$ cat config.mk
export PLATFORM = sky130hd
export DESIGN_NAME = triad_attitude_quaternion
export DESIGN_NICKNAME = d
export VERILOG_FILES = /design/src/rtl/tq_pkg.sv /design/src/rtl/triad_attitude_quaternion.sv /design/src/rtl/tq_front.sv /design/src/rtl/tq_fifo.sv /design/src/rtl/tq_div.sv /design/src/rtl/tq_sqrt.sv /design/src/rtl/tq_back.sv
export SDC_FILE = /design/constraint.sdc
export NUM_CORES = 2
export LEC_CHECK = 0
export ABC_AREA = 1
export BUFFER_PORTS_ARGS = -buffer_cell sky130_fd_sc_hd__clkbuf_2
export CAP_MARGIN = 20
export CORE_UTILIZATION = 60
export DETAILED_ROUTE_END_ITERATION = 8
export HOLD_SLACK_MARGIN = 0.12
export PLACE_DENSITY = 0.75
export RECOVER_POWER = 25
export SLEW_MARGIN = 5
export SYNTH_ARGS = -nofsm -noshare
export SYNTH_HDL_FRONTEND = slang
export SYNTH_SLANG_ARGS = --single-unit
$ cat constraint.sdc
create_clock -name clk -period 15.5 [get_ports clk]
set_input_delay 3.1 -clock clk [delete_from_list [all_inputs] [get_ports clk]]
set_output_delay 3.1 -clock clk [all_outputs]
set_load 0.005 [all_outputs]
$ cat src/rtl/tq_pkg.sv
// Shared types, constants and rounding helpers for the TRIAD attitude quaternion block.
package tq_pkg;

  localparam int SAMPLE_W    = 16;
  localparam int FRAME_W     = 16;
  localparam int QUAT_W      = 16;
  localparam int FRAME_FRAC  = 14;
  localparam int QSHIFT      = 14;
  localparam int NORM_SHIFT  = 28;
  localparam int OPND_W      = 18;
  localparam int PROD_W      = 36;
  localparam int ACC_W       = 36;
  localparam int CROSS_W     = 33;
  localparam int CMAG_W      = 32;
  localparam int PRESC_W     = 16;
  localparam int PAIR_W      = 18;
  localparam int DIAG_W      = 19;
  localparam int DIV_DVD_W   = 48;
  localparam int DIV_DVR_W   = 32;
  localparam int SQRT_IN_W   = 64;
  localparam int SQRT_OUT_W  = 32;
  localparam int FIFO_DEPTH  = 4;
  localparam int FIFO_PTR_W  = 2;
  localparam int FIFO_CNT_W  = 3;
  localparam int CFG_ADDR_W  = 3;
  localparam int NUM_REGS    = 6;

  localparam logic [63:0] SAT_LIM = 64'd1 << (FRAME_W - 1);

  typedef logic signed [SAMPLE_W-1:0] sample_t;
  typedef logic signed [FRAME_W-1:0]  frame_t;
  typedef logic signed [QUAT_W-1:0]   quat_t;

  typedef struct packed {
    sample_t ax;
    sample_t ay;
    sample_t az;
    sample_t mx;
    sample_t my;
    sample_t mz;
    logic    deg;
  } item_t;

  typedef enum logic [CFG_ADDR_W-1:0] {
    CFG_REF_AX = 3'd0,
    CFG_REF_AY = 3'd1,
    CFG_REF_AZ = 3'd2,
    CFG_REF_MX = 3'd3,
    CFG_REF_MY = 3'd4,
    CFG_REF_MZ = 3'd5
  } cfg_idx_t;

  localparam sample_t RESET_REF_AX = 16'sd0;
  localparam sample_t RESET_REF_AY = 16'sd0;
  localparam sample_t RESET_REF_AZ = 16'sd2511;
  localparam sample_t RESET_REF_MX = 16'sd4283;
  localparam sample_t RESET_REF_MY = -16'sd1689;
  localparam sample_t RESET_REF_MZ = -16'sd3620;

  localparam frame_t FRAME_ONE = 16'sd16384;
  localparam quat_t  QUAT_ONE  = 16'sd16384;

  typedef enum logic [1:0] {
    BR_TRACE,
    BR_X,
    BR_Y,
    BR_Z
  } branch_t;

  typedef enum logic [4:0] {
    ST_IDLE,
    ST_NSQ,
    ST_NCHK,
    ST_NSQRT,
    ST_NDIV_GO,
    ST_NDIV_W,
    ST_CROSS,
    ST_PRESC,
    ST_T3,
    ST_REFSTORE,
    ST_FAIL,
    ST_RMAC,
    ST_QSEL,
    ST_QSQRT,
    ST_QDIV_GO,
    ST_QDIV_W,
    ST_OUT
  } back_state_t;

  // Saturate a sign and magnitude pair to a 16 bit signed value
  function automatic frame_t sat_mag(input logic neg, input logic [63:0] m);
    logic [63:0] negm;
    negm = ~m + 64'd1;
    if (!neg) begin
      return (m >= SAT_LIM) ? FRAME_W'(SAT_LIM - 64'd1) : FRAME_W'(m);
    end else begin
      return (m >= SAT_LIM) ? FRAME_W'(SAT_LIM) : FRAME_W'(negm);
    end
  endfunction

  // Round a Q8.28 sum back to Q2.14, ties away from zero, then saturate
  function automatic frame_t rnd_frac_sat(input logic signed [ACC_W-1:0] a);
    logic [ACC_W:0] m;
    logic [ACC_W:0] q;
    m = a[ACC_W-1] ? ({1'b0, ~a} + (ACC_W+1)'(1)) : {1'b0, a};
    q = (m + ((ACC_W+1)'(1) << (FRAME_FRAC - 1))) >> FRAME_FRAC;
    return sat_mag(a[ACC_W-1], 64'(q));
  endfunction

  // Cyclic successors of a vector component index
  function automatic logic [1:0] nxt1(input logic [1:0] c);
    logic [1:0] r;
    unique case (c)
      2'd0:    r = 2'd1;
      2'd1:    r = 2'd2;
      default: r = 2'd0;
    endcase
    return r;
  endfunction

  function automatic logic [1:0] nxt2(input logic [1:0] c);
    logic [1:0] r;
    unique case (c)
      2'd0:    r = 2'd2;
      2'd1:    r = 2'd0;
      default: r = 2'd1;
    endcase
    return r;
  endfunction

endpackage

$ cat src/rtl/triad_attitude_quaternion.sv
// Top level of the TRIAD attitude solver: front end, queue and solver back end.
//
//  channel  ports                          transfer when
//  -------  -----------------------------  ----------------------------
//  input    start, busy, in_accel_*, in_mag_*   start high and busy low
//  result   out_valid, out_quat_*, out_degenerate  out_valid high, one cycle
//  config   cfg_we, cfg_addr, cfg_wdata    cfg_we high
//
// The front end takes one sample pair per cycle while the 4 entry queue has room.
// A zero vector is flagged on entry; when the idle solver pops it from the head
// of the queue, its identity result is registered out without solving. Other
// pairs are solved with the shared serial divider (up to nine quotients per pair)
// and the serial square root unit (up to three roots per pair).
// After reset, and after every register write, the reference frame is rebuilt
// before the next queued pair starts.
// Results cannot be held off; busy only reflects a full queue.
module triad_attitude_quaternion (
  input  logic                          clk,
  input  logic                          rst_n,
  input  logic                          start,
  output logic                          busy,
  input  tq_pkg::sample_t               in_accel_x,
  input  tq_pkg::sample_t               in_accel_y,
  input  tq_pkg::sample_t               in_accel_z,
  input  tq_pkg::sample_t               in_mag_x,
  input  tq_pkg::sample_t               in_mag_y,
  input  tq_pkg::sample_t               in_mag_z,
  input  logic                          cfg_we,
  input  logic [tq_pkg::CFG_ADDR_W-1:0] cfg_addr,
  input  tq_pkg::sample_t               cfg_wdata,
  output logic                          out_valid,
  output tq_pkg::quat_t                 out_quat_w,
  output tq_pkg::quat_t                 out_quat_x,
  output tq_pkg::quat_t                 out_quat_y,
  output tq_pkg::quat_t                 out_quat_z,
  output logic                          out_degenerate
);
  import tq_pkg::*;

  logic  push, pop, q_empty, q_full;
  item_t wr_item, rd_item;

  tq_front u_front (
    .start      (start),
    .in_accel_x (in_accel_x),
    .in_accel_y (in_accel_y),
    .in_accel_z (in_accel_z),
    .in_mag_x   (in_mag_x),
    .in_mag_y   (in_mag_y),
    .in_mag_z   (in_mag_z),
    .q_full     (q_full),
    .busy       (busy),
    .push       (push),
    .item       (wr_item)
  );

  tq_fifo u_fifo (
    .clk     (clk),
    .rst_n   (rst_n),
    .push    (push),
    .wr_item (wr_item),
    .pop     (pop),
    .rd_item (rd_item),
    .empty   (q_empty),
    .full    (q_full)
  );

  tq_back u_back (
    .clk            (clk),
    .rst_n          (rst_n),
    .cfg_we         (cfg_we),
    .cfg_addr       (cfg_addr),
    .cfg_wdata      (cfg_wdata),
    .q_empty        (q_empty),
    .q_item         (rd_item),
    .q_pop          (pop),
    .out_valid      (out_valid),
    .out_quat_w     (out_quat_w),
    .out_quat_x     (out_quat_x),
    .out_quat_y     (out_quat_y),
    .out_quat_z     (out_quat_z),
    .out_degenerate (out_degenerate)
  );

endmodule

$ cat src/rtl/tq_front.sv
// Input front end: takes a sample pair and flags zero vectors up front.
module tq_front (
  input  logic            start,
  input  tq_pkg::sample_t in_accel_x,
  input  tq_pkg::sample_t in_accel_y,
  input  tq_pkg::sample_t in_accel_z,
  input  tq_pkg::sample_t in_mag_x,
  input  tq_pkg::sample_t in_mag_y,
  input  tq_pkg::sample_t in_mag_z,
  input  logic            q_full,
  output logic            busy,
  output logic            push,
  output tq_pkg::item_t   item
);
  import tq_pkg::*;

  logic accel_zero;
  logic mag_zero;

  // Classify: a zero vector gives no frame
  assign accel_zero = (in_accel_x == '0) && (in_accel_y == '0) && (in_accel_z == '0);
  assign mag_zero   = (in_mag_x == '0) && (in_mag_y == '0) && (in_mag_z == '0);

  // Transfer into the queue whenever there is room
  assign busy = q_full;
  assign push = start && !q_full;

  always_comb begin
    item.ax  = in_accel_x;
    item.ay  = in_accel_y;
    item.az  = in_accel_z;
    item.mx  = in_mag_x;
    item.my  = in_mag_y;
    item.mz  = in_mag_z;
    item.deg = accel_zero || mag_zero;
  end

endmodule

$ cat src/rtl/tq_fifo.sv
// Short item queue between the front end and the solver.
module tq_fifo (
  input  logic          clk,
  input  logic          rst_n,
  input  logic          push,
  input  tq_pkg::item_t wr_item,
  input  logic          pop,
  output tq_pkg::item_t rd_item,
  output logic          empty,
  output logic          full
);
  import tq_pkg::*;

  item_t                 mem_r [FIFO_DEPTH];
  logic [FIFO_PTR_W-1:0] wr_ptr_r, wr_ptr_nxt;
  logic [FIFO_PTR_W-1:0] rd_ptr_r, rd_ptr_nxt;
  logic [FIFO_CNT_W-1:0] cnt_r, cnt_nxt;

  assign empty   = (cnt_r == '0);
  assign full    = (cnt_r == FIFO_CNT_W'(FIFO_DEPTH));
  assign rd_item = mem_r[rd_ptr_r];

  // Advance pointers and count
  always_comb begin
    wr_ptr_nxt = wr_ptr_r + FIFO_PTR_W'(push);
    rd_ptr_nxt = rd_ptr_r + FIFO_PTR_W'(pop);
    cnt_nxt    = cnt_r + FIFO_CNT_W'(push) - FIFO_CNT_W'(pop);
  end

  always_ff @(posedge clk) begin
    if (!rst_n) begin
      wr_ptr_r <= '0;
      rd_ptr_r <= '0;
      cnt_r    <= '0;
    end else begin
      wr_ptr_r <= wr_ptr_nxt;
      rd_ptr_r <= rd_ptr_nxt;
      cnt_r    <= cnt_nxt;
    end
  end

  // Store entries
  always_ff @(posedge clk) begin
    if (push) begin
      mem_r[wr_ptr_r] <= wr_item;
    end
  end

endmodule

$ cat src/rtl/tq_div.sv
// Serial restoring divider, one quotient bit per cycle.
module tq_div (
  input  logic                           clk,
  input  logic                           rst_n,
  input  logic                           start,
  input  logic [tq_pkg::DIV_DVD_W-1:0]   dividend,
  input  logic [tq_pkg::DIV_DVR_W-1:0]   divisor,
  output logic                           done,
  output logic [tq_pkg::DIV_DVD_W-1:0]   quot
);
  import tq_pkg::*;

  localparam int CNT_W = $clog2(DIV_DVD_W);

  logic                 busy_r, busy_nxt;
  logic                 done_r, done_nxt;
  logic [CNT_W-1:0]     cnt_r, cnt_nxt;
  logic [DIV_DVD_W-1:0] dvd_r, dvd_nxt;
  logic [DIV_DVR_W-1:0] dvr_r, dvr_nxt;
  logic [DIV_DVR_W-1:0] rem_r, rem_nxt;
  logic [DIV_DVR_W:0]   rem_sh;
  logic                 qbit;

  assign done = done_r;
  assign quot = dvd_r;

  // One shift and trial subtract per cycle
  always_comb begin
    busy_nxt = busy_r;
    done_nxt = 1'b0;
    cnt_nxt  = cnt_r;
    dvd_nxt  = dvd_r;
    dvr_nxt  = dvr_r;
    rem_nxt  = rem_r;
    rem_sh   = {rem_r, dvd_r[DIV_DVD_W-1]};
    qbit     = (rem_sh >= {1'b0, dvr_r});
    if (start) begin
      busy_nxt = 1'b1;
      cnt_nxt  = '0;
      dvd_nxt  = dividend;
      dvr_nxt  = divisor;
      rem_nxt  = '0;
    end else if (busy_r) begin
      rem_nxt = qbit ? DIV_DVR_W'(rem_sh - {1'b0, dvr_r}) : DIV_DVR_W'(rem_sh);
      dvd_nxt = {dvd_r[DIV_DVD_W-2:0], qbit};
      cnt_nxt = cnt_r + CNT_W'(1);
      if (cnt_r == CNT_W'(DIV_DVD_W - 1)) begin
        busy_nxt = 1'b0;
        done_nxt = 1'b1;
      end
    end
  end

  always_ff @(posedge clk) begin
    if (!rst_n) begin
      busy_r <= 1'b0;
      done_r <= 1'b0;
      cnt_r  <= '0;
    end else begin
      busy_r <= busy_nxt;
      done_r <= done_nxt;
      cnt_r  <= cnt_nxt;
    end
  end

  always_ff @(posedge clk) begin
    dvd_r <= dvd_nxt;
    dvr_r <= dvr_nxt;
    rem_r <= rem_nxt;
  end

endmodule

$ cat src/rtl/tq_sqrt.sv
// Serial integer square root, one root bit per cycle.
module tq_sqrt (
  input  logic                            clk,
  input  logic                            rst_n,
  input  logic                            start,
  input  logic [tq_pkg::SQRT_IN_W-1:0]    radicand,
  output logic                            done,
  output logic [tq_pkg::SQRT_OUT_W-1:0]   root
);
  import tq_pkg::*;

  localparam int CNT_W = $clog2(SQRT_OUT_W);
  localparam int REM_W = SQRT_OUT_W + 3;

  logic                  busy_r, busy_nxt;
  logic                  done_r, done_nxt;
  logic [CNT_W-1:0]      cnt_r, cnt_nxt;
  logic [SQRT_IN_W-1:0]  rad_r, rad_nxt;
  logic [REM_W-1:0]      rem_r, rem_nxt;
  logic [SQRT_OUT_W-1:0] root_r, root_nxt;
  logic [REM_W-1:0]      rem_sh;
  logic [REM_W-1:0]      trial;

  assign done = done_r;
  assign root = root_r;

  // Bring down two radicand bits and try the next root bit
  always_comb begin
    busy_nxt = busy_r;
    done_nxt = 1'b0;
    cnt_nxt  = cnt_r;
    rad_nxt  = rad_r;
    rem_nxt  = rem_r;
    root_nxt = root_r;
    rem_sh   = {rem_r[REM_W-3:0], rad_r[SQRT_IN_W-1:SQRT_IN_W-2]};
    trial    = {1'b0, root_r, 2'b01};
    if (start) begin
      busy_nxt = 1'b1;
      cnt_nxt  = '0;
      rad_nxt  = radicand;
      rem_nxt  = '0;
      root_nxt = '0;
    end else if (busy_r) begin
      if (rem_sh >= trial) begin
        rem_nxt  = rem_sh - trial;
        root_nxt = {root_r[SQRT_OUT_W-2:0], 1'b1};
      end else begin
        rem_nxt  = rem_sh;
        root_nxt = {root_r[SQRT_OUT_W-2:0], 1'b0};
      end
      rad_nxt = {rad_r[SQRT_IN_W-3:0], 2'b00};
      cnt_nxt = cnt_r + CNT_W'(1);
      if (cnt_r == CNT_W'(SQRT_OUT_W - 1)) begin
        busy_nxt = 1'b0;
        done_nxt = 1'b1;
      end
    end
  end

  always_ff @(posedge clk) begin
    if (!rst_n) begin
      busy_r <= 1'b0;
      done_r <= 1'b0;
      cnt_r  <= '0;
    end else begin
      busy_r <= busy_nxt;
      done_r <= done_nxt;
      cnt_r  <= cnt_nxt;
    end
  end

  always_ff @(posedge clk) begin
    rad_r  <= rad_nxt;
    rem_r  <= rem_nxt;
    root_r <= root_nxt;
  end

endmodule

$ cat src/rtl/tq_back.sv
// Solver back end: builds the triads, the rotation matrix and the quaternion.
module tq_back (
  input  logic                          clk,
  input  logic                          rst_n,
  input  logic                          cfg_we,
  input  logic [tq_pkg::CFG_ADDR_W-1:0] cfg_addr,
  input  tq_pkg::sample_t               cfg_wdata,
  input  logic                          q_empty,
  input  tq_pkg::item_t                 q_item,
  output logic                          q_pop,
  output logic                          out_valid,
  output tq_pkg::quat_t                 out_quat_w,
  output tq_pkg::quat_t                 out_quat_x,
  output tq_pkg::quat_t                 out_quat_y,
  output tq_pkg::quat_t                 out_quat_z,
  output logic                          out_degenerate
);
  import tq_pkg::*;

  back_state_t            state_r, state_nxt;
  sample_t                ref_reg_r [NUM_REGS];
  sample_t                ref_reg_nxt [NUM_REGS];
  logic                   pending_r, pending_nxt;
  logic                   ref_mode_r, ref_mode_nxt;
  logic                   phase_r, phase_nxt;
  logic [2:0]             idx_r, idx_nxt;
  logic [1:0]             ri_r, ri_nxt, rj_r, rj_nxt, rk_r, rk_nxt;
  logic [1:0]             slot_r, slot_nxt;
  branch_t                br_r, br_nxt;
  logic signed [ACC_W-1:0] acc_r, acc_nxt;
  sample_t                u_r [3];
  sample_t                u_nxt [3];
  sample_t                v_r [3];
  sample_t                v_nxt [3];
  logic signed [OPND_W-1:0] p_r [3];
  logic signed [OPND_W-1:0] p_nxt [3];
  logic signed [CROSS_W-1:0] c_r [3];
  logic signed [CROSS_W-1:0] c_nxt [3];
  logic [SQRT_OUT_W-1:0]  s_r, s_nxt;
  frame_t                 t1_r [3];
  frame_t                 t1_nxt [3];
  frame_t                 t2_r [3];
  frame_t                 t2_nxt [3];
  frame_t                 t3_r [3];
  frame_t                 t3_nxt [3];
  frame_t                 nref_r [9];
  frame_t                 nref_nxt [9];
  frame_t                 r_r [9];
  frame_t                 r_nxt [9];
  quat_t                  q_r [4];
  quat_t                  q_nxt [4];
  logic                   out_valid_r, out_valid_nxt;
  quat_t                  out_q_r [4];
  quat_t                  out_q_nxt [4];
  logic                   out_deg_r, out_deg_nxt;

  // Shared multiplier
  logic signed [OPND_W-1:0] opa, opb;
  logic signed [PROD_W-1:0] prod;
  logic signed [ACC_W-1:0]  acc_sum;
  logic signed [ACC_W-1:0]  acc_diff;
  logic [1:0]               cidx, ia, ib;
  logic                     sub;
  logic [3:0]               nidx;
  logic [3:0]               ridx;

  // Divider and root unit hookup
  logic                   div_start, div_done;
  logic [DIV_DVD_W-1:0]   div_dvd;
  logic [DIV_DVR_W-1:0]   div_dvr;
  logic [DIV_DVD_W-1:0]   div_quot;
  logic                   sqrt_start, sqrt_done;
  logic [SQRT_IN_W-1:0]   sqrt_rad;
  logic [SQRT_OUT_W-1:0]  sqrt_root;

  // Normalize and prescale helpers
  logic [OPND_W-1:0]      pmag;
  logic [CMAG_W-1:0]      cmag [3];
  logic [CMAG_W-1:0]      cmax;
  logic [5:0]             blen;
  logic [5:0]             pk;

  // Quaternion helpers
  logic signed [PAIR_W-1:0] trace;
  logic signed [DIAG_W-1:0] diag_a;
  logic [DIAG_W-2:0]        diag_clamp;
  branch_t                  br_sel;
  logic signed [PAIR_W-1:0] d57, d62, d13, s13, s57, s62;
  logic signed [PAIR_W-1:0] pair;
  logic [PAIR_W-1:0]        pair_mag;
  logic [1:0]               tgt;
  logic [1:0]               own;

  tq_div u_div (
    .clk      (clk),
    .rst_n    (rst_n),
    .start    (div_start),
    .dividend (div_dvd),
    .divisor  (div_dvr),
    .done     (div_done),
    .quot     (div_quot)
  );

  tq_sqrt u_sqrt (
    .clk      (clk),
    .rst_n    (rst_n),
    .start    (sqrt_start),
    .radicand (sqrt_rad),
    .done     (sqrt_done),
    .root     (sqrt_root)
  );

  assign out_valid      = out_valid_r;
  assign out_quat_w     = out_q_r[0];
  assign out_quat_x     = out_q_r[1];
  assign out_quat_y     = out_q_r[2];
  assign out_quat_z     = out_q_r[3];
  assign out_degenerate = out_deg_r;

  // Pick multiplier operands for the current step
  always_comb begin
    cidx = idx_r[2:1];
    sub  = idx_r[0];
    ia   = nxt1(cidx);
    ib   = nxt2(cidx);
    nidx = ({2'b00, rj_r} << 1) + {2'b00, rj_r} + {2'b00, rk_r};
    opa  = '0;
    opb  = '0;
    unique case (state_r)
      ST_NSQ: begin
        opa = p_r[idx_r[1:0]];
        opb = p_r[idx_r[1:0]];
      end
      ST_CROSS: begin
        opa = OPND_W'(u_r[sub ? ib : ia]);
        opb = OPND_W'(v_r[sub ? ia : ib]);
      end
      ST_T3: begin
        opa = OPND_W'(t1_r[sub ? ib : ia]);
        opb = OPND_W'(t2_r[sub ? ia : ib]);
      end
      ST_RMAC: begin
        priority if (rk_r == 2'd0) begin
          opa = OPND_W'(t1_r[ri_r]);
        end else if (rk_r == 2'd1) begin
          opa = OPND_W'(t2_r[ri_r]);
        end else begin
          opa = OPND_W'(t3_r[ri_r]);
        end
        opb = OPND_W'(nref_r[nidx]);
      end
      default: begin
        opa = '0;
        opb = '0;
      end
    endcase
  end

  assign prod     = opa * opb;
  assign acc_sum  = acc_r + prod;
  assign acc_diff = acc_r - prod;
  assign ridx     = ({2'b00, ri_r} << 1) + {2'b00, ri_r} + {2'b00, rj_r};

  // Magnitude of the working component for normalization
  assign pmag = p_r[idx_r[1:0]][OPND_W-1] ? OPND_W'(-p_r[idx_r[1:0]])
                                           : OPND_W'(p_r[idx_r[1:0]]);

  // Prescale the cross product into 16 magnitude bits
  always_comb begin
    for (int i = 0; i < 3; i++) begin
      cmag[i] = c_r[i][CROSS_W-1] ? CMAG_W'(-c_r[i]) : CMAG_W'(c_r[i]);
    end
    cmax = cmag[0];
    if (cmag[1] > cmax) cmax = cmag[1];
    if (cmag[2] > cmax) cmax = cmag[2];
    blen = '0;
    for (int b = 0; b < CMAG_W; b++) begin
      if (cmax[b]) blen = 6'(b + 1);
    end
    pk = (blen > 6'(PRESC_W)) ? (blen - 6'(PRESC_W)) : 6'd0;
  end

  // Rotation matrix terms and branch choice
  always_comb begin
    trace = PAIR_W'(r_r[0]) + PAIR_W'(r_r[4]) + PAIR_W'(r_r[8]);
    d57   = PAIR_W'(r_r[5]) - PAIR_W'(r_r[7]);
    d62   = PAIR_W'(r_r[6]) - PAIR_W'(r_r[2]);
    d13   = PAIR_W'(r_r[1]) - PAIR_W'(r_r[3]);
    s13   = PAIR_W'(r_r[1]) + PAIR_W'(r_r[3]);
    s57   = PAIR_W'(r_r[5]) + PAIR_W'(r_r[7]);
    s62   = PAIR_W'(r_r[6]) + PAIR_W'(r_r[2]);
    priority if (trace > 0) begin
      br_sel = BR_TRACE;
      diag_a = DIAG_W'(trace);
    end else if (r_r[4] > r_r[0] && r_r[4] > r_r[8]) begin
      br_sel = BR_Y;
      diag_a = DIAG_W'(r_r[4]) - DIAG_W'(r_r[0]) - DIAG_W'(r_r[8]);
    end else if (r_r[8] > r_r[0]) begin
      br_sel = BR_Z;
      diag_a = DIAG_W'(r_r[8]) - DIAG_W'(r_r[0]) - DIAG_W'(r_r[4]);
    end else begin
      br_sel = BR_X;
      diag_a = DIAG_W'(r_r[0]) - DIAG_W'(r_r[4]) - DIAG_W'(r_r[8]);
    end
    diag_a     = diag_a + DIAG_W'(FRAME_ONE);
    diag_clamp = diag_a[DIAG_W-1] ? '0 : diag_a[DIAG_W-2:0];
  end

  // Map branch and slot to quaternion component and matrix pair
  always_comb begin
    unique case (br_r)
      BR_TRACE: begin
        own = 2'd0;
        unique case (slot_r)
          2'd0:    begin tgt = 2'd1; pair = d57; end
          2'd1:    begin tgt = 2'd2; pair = d62; end
          default: begin tgt = 2'd3; pair = d13; end
        endcase
      end
      BR_X: begin
        own = 2'd1;
        unique case (slot_r)
          2'd0:    begin tgt = 2'd0; pair = d57; end
          2'd1:    begin tgt = 2'd2; pair = s13; end
          default: begin tgt = 2'd3; pair = s62; end
        endcase
      end
      BR_Y: begin
        own = 2'd2;
        unique case (slot_r)
          2'd0:    begin tgt = 2'd0; pair = d62; end
          2'd1:    begin tgt = 2'd1; pair = s13; end
          default: begin tgt = 2'd3; pair = s57; end
        endcase
      end
      default: begin
        own = 2'd3;
        unique case (slot_r)
          2'd0:    begin tgt = 2'd0; pair = d13; end
          2'd1:    begin tgt = 2'd1; pair = s62; end
          default: begin tgt = 2'd2; pair = s57; end
        endcase
      end
    endcase
    pair_mag = pair[PAIR_W-1] ? PAIR_W'(-pair) : PAIR_W'(pair);
  end

  // Sequencer: next state and datapath updates
  always_comb begin
    state_nxt     = state_r;
    ref_reg_nxt   = ref_reg_r;
    pending_nxt   = pending_r;
    ref_mode_nxt  = ref_mode_r;
    phase_nxt     = phase_r;
    idx_nxt       = idx_r;
    ri_nxt        = ri_r;
    rj_nxt        = rj_r;
    rk_nxt        = rk_r;
    slot_nxt      = slot_r;
    br_nxt        = br_r;
    acc_nxt       = acc_r;
    u_nxt         = u_r;
    v_nxt         = v_r;
    p_nxt         = p_r;
    c_nxt         = c_r;
    s_nxt         = s_r;
    t1_nxt        = t1_r;
    t2_nxt        = t2_r;
    t3_nxt        = t3_r;
    nref_nxt      = nref_r;
    r_nxt         = r_r;
    q_nxt         = q_r;
    out_valid_nxt = 1'b0;
    out_q_nxt     = out_q_r;
    out_deg_nxt   = out_deg_r;
    q_pop         = 1'b0;
    div_start     = 1'b0;
    div_dvd       = '0;
    div_dvr       = '0;
    sqrt_start    = 1'b0;
    sqrt_rad      = '0;

    unique case (state_r)
      ST_IDLE: begin
        if (pending_r) begin
          // Take a snapshot of the registers; a later write asks for another rebuild
          u_nxt[0]     = ref_reg_r[0];
          u_nxt[1]     = ref_reg_r[1];
          u_nxt[2]     = ref_reg_r[2];
          v_nxt[0]     = ref_reg_r[3];
          v_nxt[1]     = ref_reg_r[4];
          v_nxt[2]     = ref_reg_r[5];
          ref_mode_nxt = 1'b1;
          pending_nxt  = 1'b0;
          state_nxt    = ST_NSQ;
        end else if (!q_empty) begin
          q_pop = 1'b1;
          if (q_item.deg) begin
            out_valid_nxt = 1'b1;
            out_q_nxt[0]  = QUAT_ONE;
            out_q_nxt[1]  = '0;
            out_q_nxt[2]  = '0;
            out_q_nxt[3]  = '0;
            out_deg_nxt   = 1'b1;
          end else begin
            u_nxt[0]     = q_item.ax;
            u_nxt[1]     = q_item.ay;
            u_nxt[2]     = q_item.az;
            v_nxt[0]     = q_item.mx;
            v_nxt[1]     = q_item.my;
            v_nxt[2]     = q_item.mz;
            ref_mode_nxt = 1'b0;
            state_nxt    = ST_NSQ;
          end
        end
        for (int i = 0; i < 3; i++) begin
          p_nxt[i] = OPND_W'(u_nxt[i]);
        end
        phase_nxt = 1'b0;
        idx_nxt   = '0;
        acc_nxt   = '0;
      end

      ST_NSQ: begin
        acc_nxt = acc_sum;
        idx_nxt = idx_r + 3'd1;
        if (idx_r == 3'd2) begin
          state_nxt = ST_NCHK;
        end
      end

      ST_NCHK: begin
        if (acc_r == '0) begin
          state_nxt = ST_FAIL;
        end else begin
          sqrt_start = 1'b1;
          sqrt_rad   = SQRT_IN_W'($unsigned(acc_r)) << NORM_SHIFT;
          state_nxt  = ST_NSQRT;
        end
      end

      ST_NSQRT: begin
        if (sqrt_done) begin
          s_nxt     = sqrt_root;
          idx_nxt   = '0;
          state_nxt = ST_NDIV_GO;
        end
      end

      ST_NDIV_GO: begin
        div_start = 1'b1;
        div_dvd   = (DIV_DVD_W'(pmag) << NORM_SHIFT) + DIV_DVD_W'(s_r >> 1);
        div_dvr   = DIV_DVR_W'(s_r);
        state_nxt = ST_NDIV_W;
      end

      ST_NDIV_W: begin
        if (div_done) begin
          if (phase_r) begin
            t2_nxt[idx_r[1:0]] = sat_mag(p_r[idx_r[1:0]][OPND_W-1], 64'(div_quot));
          end else begin
            t1_nxt[idx_r[1:0]] = sat_mag(p_r[idx_r[1:0]][OPND_W-1], 64'(div_quot));
          end
          if (idx_r == 3'd2) begin
            idx_nxt   = '0;
            acc_nxt   = '0;
            state_nxt = phase_r ? ST_T3 : ST_CROSS;
          end else begin
            idx_nxt   = idx_r + 3'd1;
            state_nxt = ST_NDIV_GO;
          end
        end
      end

      ST_CROSS: begin
        if (!sub) begin
          acc_nxt = prod;
        end else begin
          c_nxt[cidx] = CROSS_W'(acc_diff);
        end
        idx_nxt = idx_r + 3'd1;
        if (idx_r == 3'd5) begin
          state_nxt = ST_PRESC;
        end
      end

      ST_PRESC: begin
        for (int i = 0; i < 3; i++) begin
          p_nxt[i] = c_r[i][CROSS_W-1] ? -OPND_W'(cmag[i] >> pk) : OPND_W'(cmag[i] >> pk);
        end
        phase_nxt = 1'b1;
        idx_nxt   = '0;
        acc_nxt   = '0;
        state_nxt = ST_NSQ;
      end

      ST_T3: begin
        if (!sub) begin
          acc_nxt = prod;
        end else begin
          t3_nxt[cidx] = rnd_frac_sat(acc_diff);
        end
        idx_nxt = idx_r + 3'd1;
        if (idx_r == 3'd5) begin
          acc_nxt   = '0;
          ri_nxt    = '0;
          rj_nxt    = '0;
          rk_nxt    = '0;
          state_nxt = ref_mode_r ? ST_REFSTORE : ST_RMAC;
        end
      end

      ST_REFSTORE: begin
        for (int i = 0; i < 3; i++) begin
          nref_nxt[3*i]     = t1_r[i];
          nref_nxt[3*i + 1] = t2_r[i];
          nref_nxt[3*i + 2] = t3_r[i];
        end
        state_nxt = ST_IDLE;
      end

      ST_FAIL: begin
        if (ref_mode_r) begin
          for (int i = 0; i < 9; i++) begin
            nref_nxt[i] = (i % 4 == 0) ? FRAME_ONE : '0;
          end
        end else begin
          out_valid_nxt = 1'b1;
          out_q_nxt[0]  = QUAT_ONE;
          out_q_nxt[1]  = '0;
          out_q_nxt[2]  = '0;
          out_q_nxt[3]  = '0;
          out_deg_nxt   = 1'b1;
        end
        state_nxt = ST_IDLE;
      end

      ST_RMAC: begin
        if (rk_r == 2'd2) begin
          r_nxt[ridx] = rnd_frac_sat(acc_sum);
          acc_nxt     = '0;
          rk_nxt      = '0;
          if (rj_r == 2'd2) begin
            rj_nxt = '0;
            if (ri_r == 2'd2) begin
              state_nxt = ST_QSEL;
            end else begin
              ri_nxt = ri_r + 2'd1;
            end
          end else begin
            rj_nxt = rj_r + 2'd1;
          end
        end else begin
          acc_nxt = acc_sum;
          rk_nxt  = rk_r + 2'd1;
        end
      end

      ST_QSEL: begin
        br_nxt     = br_sel;
        sqrt_start = 1'b1;
        sqrt_rad   = SQRT_IN_W'(diag_clamp) << QSHIFT;
        state_nxt  = ST_QSQRT;
      end

      ST_QSQRT: begin
        if (sqrt_done) begin
          s_nxt    = sqrt_root;
          slot_nxt = '0;
          for (int i = 0; i < 4; i++) begin
            q_nxt[i] = '0;
          end
          q_nxt[own] = sat_mag(1'b0, 64'(({1'b0, sqrt_root} + 33'd1) >> 1));
          if (sqrt_root == '0) begin
            state_nxt = ST_OUT;
          end else begin
            state_nxt = ST_QDIV_GO;
          end
        end
      end

      ST_QDIV_GO: begin
        div_start = 1'b1;
        div_dvd   = (DIV_DVD_W'(pair_mag) << QSHIFT) + DIV_DVD_W'(s_r);
        div_dvr   = DIV_DVR_W'({s_r, 1'b0});
        state_nxt = ST_QDIV_W;
      end

      ST_QDIV_W: begin
        if (div_done) begin
          q_nxt[tgt] = sat_mag(pair[PAIR_W-1], 64'(div_quot));
          if (slot_r == 2'd2) begin
            state_nxt = ST_OUT;
          end else begin
            slot_nxt  = slot_r + 2'd1;
            state_nxt = ST_QDIV_GO;
          end
        end
      end

      ST_OUT: begin
        out_valid_nxt = 1'b1;
        out_q_nxt     = q_r;
        out_deg_nxt   = 1'b0;
        state_nxt     = ST_IDLE;
      end

      default: begin
        state_nxt = ST_IDLE;
      end
    endcase

    // Register writes; a write past the list is dropped
    if (cfg_we && (cfg_addr <= CFG_REF_MZ)) begin
      ref_reg_nxt[cfg_addr] = cfg_wdata;
      pending_nxt           = 1'b1;
    end
  end

  always_ff @(posedge clk) begin
    if (!rst_n) begin
      state_r      <= ST_IDLE;
      pending_r    <= 1'b1;
      out_valid_r  <= 1'b0;
      ref_reg_r[0] <= RESET_REF_AX;
      ref_reg_r[1] <= RESET_REF_AY;
      ref_reg_r[2] <= RESET_REF_AZ;
      ref_reg_r[3] <= RESET_REF_MX;
      ref_reg_r[4] <= RESET_REF_MY;
      ref_reg_r[5] <= RESET_REF_MZ;
    end else begin
      state_r     <= state_nxt;
      pending_r   <= pending_nxt;
      out_valid_r <= out_valid_nxt;
      ref_reg_r   <= ref_reg_nxt;
    end
  end

  // Datapath registers
  always_ff @(posedge clk) begin
    ref_mode_r <= ref_mode_nxt;
    phase_r    <= phase_nxt;
    idx_r      <= idx_nxt;
    ri_r       <= ri_nxt;
    rj_r       <= rj_nxt;
    rk_r       <= rk_nxt;
    slot_r     <= slot_nxt;
    br_r       <= br_nxt;
    acc_r      <= acc_nxt;
    u_r        <= u_nxt;
    v_r        <= v_nxt;
    p_r        <= p_nxt;
    c_r        <= c_nxt;
    s_r        <= s_nxt;
    t1_r       <= t1_nxt;
    t2_r       <= t2_nxt;
    t3_r       <= t3_nxt;
    nref_r     <= nref_nxt;
    r_r        <= r_nxt;
    q_r        <= q_nxt;
    out_q_r    <= out_q_nxt;
    out_deg_r  <= out_deg_nxt;
  end

endmodule

==> metrics.cfg <==
[power_and_ir_drop]
p_sw_share_pct = 50.2
power_mw = 28.2
p_seq_share_pct = 25.4
switchingPower_mw = 14.2
p_int_mw = 14.1
pwr-share-clk_pct = 15.7
power_density_nw_per_um2 = 230
p_leak_nw = 53.0
ir_worst_vdd_mv = 0.392
power_frac_comb_pct = 58.9

[layout]
multi_input_area_um2 = 56800
layout-drive-gt1-share_pct = 7.01
fin_nets = 14394
fillCellCount = 15119
regArea_um2 = 46800
final_common_cell = nand2_1
final_cell_mix = 2,406 x nand2_1, 1,682 x inv_1, 1,498 x nor2_1
areaGrowthSynthToFinish_pct = 9.38
post_layout_nonfiller_instances = 15890

[floorplanning]
die_w_um = 434
start_util_pct = 60.4
die_height_um = 434
coreArea_um2 = 186000
io_pins = 186
rows = 158
design.die.area_um2 = 189000

[clock_tree]
cts_sinks = 1633
clk_latency_ns = 0.88
cts_root_buf = clkbuf_16
cts_tree = yes
clkTransAtPathRegs_ns = 0.06
cts_buffers = 176
clockBufferDepth = 3
hold_buffers = 0
h-tree-depth = 4

[sta]
setup_tns_ns = 0
fin_crit_ns = 14.48
fin_ws_ns = 1.02
finalSetupViolCount = 0
worst_pin_slew_ns = 3.56
slew_headroom_pct = -137
timing_max_transition_violations_final = 415
fmax_mhz = 69.1
final.period_utilization_pct = 93.4
finClkSkew_ns = 0.0734
grt_setup_unrepaired = false
hold_violations = 0

[setup_path]
timing.rr.end = u_back.r_r[117]
slowest_stage = xnor2_1
cp_data_required_time_ns = 16.07
cp_max_fo = 18
crit_top_cell = nand2_1
critPathKind = reg -> reg
cp-end-kind = flip-flop
rr_worst_depth = 73
startpoint_type = flip-flop
r2r_setup_slack_ns = 1.02
rr_startpoint = u_back.state_r[3]
max_stage_delay_ns = 0.56
crit_arrival_ns = 15.04

[grt]
grt_util_all_layers_pct = 37.8
grt_pass1_wl_um = 542000
grt_max_degree = 160
grt_pass1_vias = 91596
gr-total-overflow = 0
antenna_found_initial = 12

[min_path]
worstHoldPathCells = 0
worstHoldEndpoint = u_back.s_r[31]
hp-start = u_back.u_sqrt.root[31]
hold_path.class = reg -> reg

[flow_run]
cap_violations = 14

[routing]
wl_per_cell_um = 22.8
drtIter0Drc = 10806
dr.pass1.iters = 7
drtAntennaViolNets = 0
wl_met2_um = 166000
routed_wirelength_um = 362000
viasPerCell = 6.04
drt-met1-wl_um = 137000
drc = 0
top_layer = met5
num_vias = 96049
met3WireLength_um = 34100

[placed_design]
gp_congestion = 1.03
dp.cells = 15532
dp_hpwl_um = 269000
dpl_worst_slack_ns = 0.912
portBuffers = 185

[synth]
ys_ff_latch = 1633
async_flop_share_pct = 0
synth_edf_count = 1411
synthMuxAreaShare_pct = 0
synth-xor-area-share_pct = 3.99
synth_top_family_by_area = simple AND/OR/NAND/NOR gates
syn_inst = 13140
synth_fa_ha_area_share_pct = 14.2
syn_nets = 14282
synth-compound-area-share_pct = 12.6
avgSynthCellArea_um2 = 8.54
yosysSeqAreaShare_pct = 41.7
synthSimpleGateAreaFrac_pct = 19.6
yosysUniqueCellTypes = 84
netlist_area_um2 = 112000
ys.flop_type = edfxtp_1
yosys_warnings = 0

[status]
violations = capacitance limit, slew limit
status = finished with violations

[routing by layer]
layer | track usage, % | vias up
li1 | - | 44172
met2 | 60.3 | 5163
met4 | 23.1 | 8
met3 | 6.35 | 1076
met1 | 48.3 | 45630
met5 | 0 | -
[metrics by stage]
stage / utilization (%) / hold WS [ns] / area [um2]
after floorplan: - / 0.406 / 112000
after global placement: 62.7 / 0.426 / 116000
after detailed placement: 62.7 / 0.427 / 116000
after CTS: 66.1 / 0.431 / 123000
after global routing: 66.1 / 0.464 / 123000
final: 66.1 / 0.442 / 123000
[power by group through the flow]
stage	registers, mW	logic (mW)	clock network (mW)
floorplan	7.10	10.6	0
global placement	7.23	15.8	0
detailed placement	7.24	16.0	0
CTS	7.16	16.1	4.46
global route	7.23	18.0	4.62
finish	7.19	16.6	4.44
[flip-flops by register name (all words and copies together) (netlist names), 33 cells and up]
signal	count
u_fifo.mem_r	388
u_back.t3_r	48
u_back.acc_r	36
u_back.c_r	99
u_back.p_r	54
u_back.t2_r	48
u_back.nref_r	144
u_back.r_r	144
u_back.v_r	48
u_back.u_sqrt.rem_r	33
u_back.u_r	48
u_back.q_r	64
u_back.u_div.quot	48
u_back.u_sqrt.rad_r	50
u_back.ref_reg_r	96
u_back.t1_r	48
[cell usage after synthesis (all sizes together) (4+ instances only)]
cell type	count	share of area (%)
nand2	2437	8.3
inv	1726	5.8
nor2	1525	5.1
edfxtp	1411	38
o21ai	1052	4.7
nand3	775	3.5
a21oi	642	2.9
ha	612	6.8
clkbuf	423	1.4
fa	411	7.3
xor2	387	3.0
dfxtp	222	4.0
o22ai	156	0.87
buf	136	0.62
nor3	124	0.62
xnor2	122	0.95
nand4	119	0.67
o211ai	98	0.66
o21bai	98	0.66
nor4	93	0.52
a31oi	92	0.51
or2	88	0.49
o221ai	58	0.45
o31ai	40	0.27
clkinv	29	0.097
a22o	27	0.21
nand3b	26	0.17
a211oi	25	0.17
a22oi	23	0.15
a32oi	18	0.14
a221oi	17	0.13
o311ai	17	0.13
a221o	15	0.13
a32o	13	0.12
a21o	12	0.080
and2	10	0.057
and3	7	0.039
nor3b	7	0.060
o2111ai	7	0.055
a2111oi	6	0.047
o21a	6	0.040
a21boi	5	0.043
or4	5	0.033
o41ai	4	0.048
or3	4	0.022
[worst max path at each step]
stage / startpoint / end / slack [ns]
after floorplan: u_back.idx_r[0] / u_back.r_r[107] / 2.88
after global placement: u_back.rj_r[0] / u_back.r_r[119] / 1.15
after detailed placement: u_back.idx_r[2] / u_back.r_r[44] / 0.91
after CTS: u_back.idx_r[2] / u_back.r_r[125] / 0.88
after global routing: u_back.rj_r[0] / u_back.r_r[94] / 0.008
final: u_back.state_r[3] / u_back.r_r[117] / 1.02
[layout make-up]
type	count	share of cell area, %
Antenna cell	5	0.0102
Clock buffer	221	3.89
Clock inverter	110	1.13
Inverter	1755	5.37
Multi-Input combinational cell	9192	46.3
Sequential cell	1633	38.2
Tap cell	2480	2.53
Timing Repair Buffer	494	2.64
[worst max-delay path: cells and delay by family, from the launching register on]
family	cells	cell delay, ns
adders and majority gates	8	3.50
and+or+nand+nor	36	4.70
buffers and inverters	17	3.02
xor gates and xnor gates	4	1.11
DFF	1	0.35
AOI/OAI and AO/OA	8	1.48
[repair_timing]
item                                    in CTS  in global routing
setup buffers                                0                 10
gates resized for setup                      0                 12
endpoints found under the setup margin       0                126
[kinds of logic (layout without fill, tap and decap cells)]
| family | after synthesis | count (layout) |
|---|---|---|
| AND/OR/NAND/NOR | 5220 | 5220 |
| AO/OA/AOI/OAI | 2439 | 2439 |
| buffers and inverters | 2315 | 2580 |
| flip-flops | 1633 | 1633 |
| adder cells (fa/ha/maj) | 1023 | 1023 |
| XOR/XNOR | 509 | 509 |
| other | 1 | 6 |
Power figures use the tool's default switching activity.
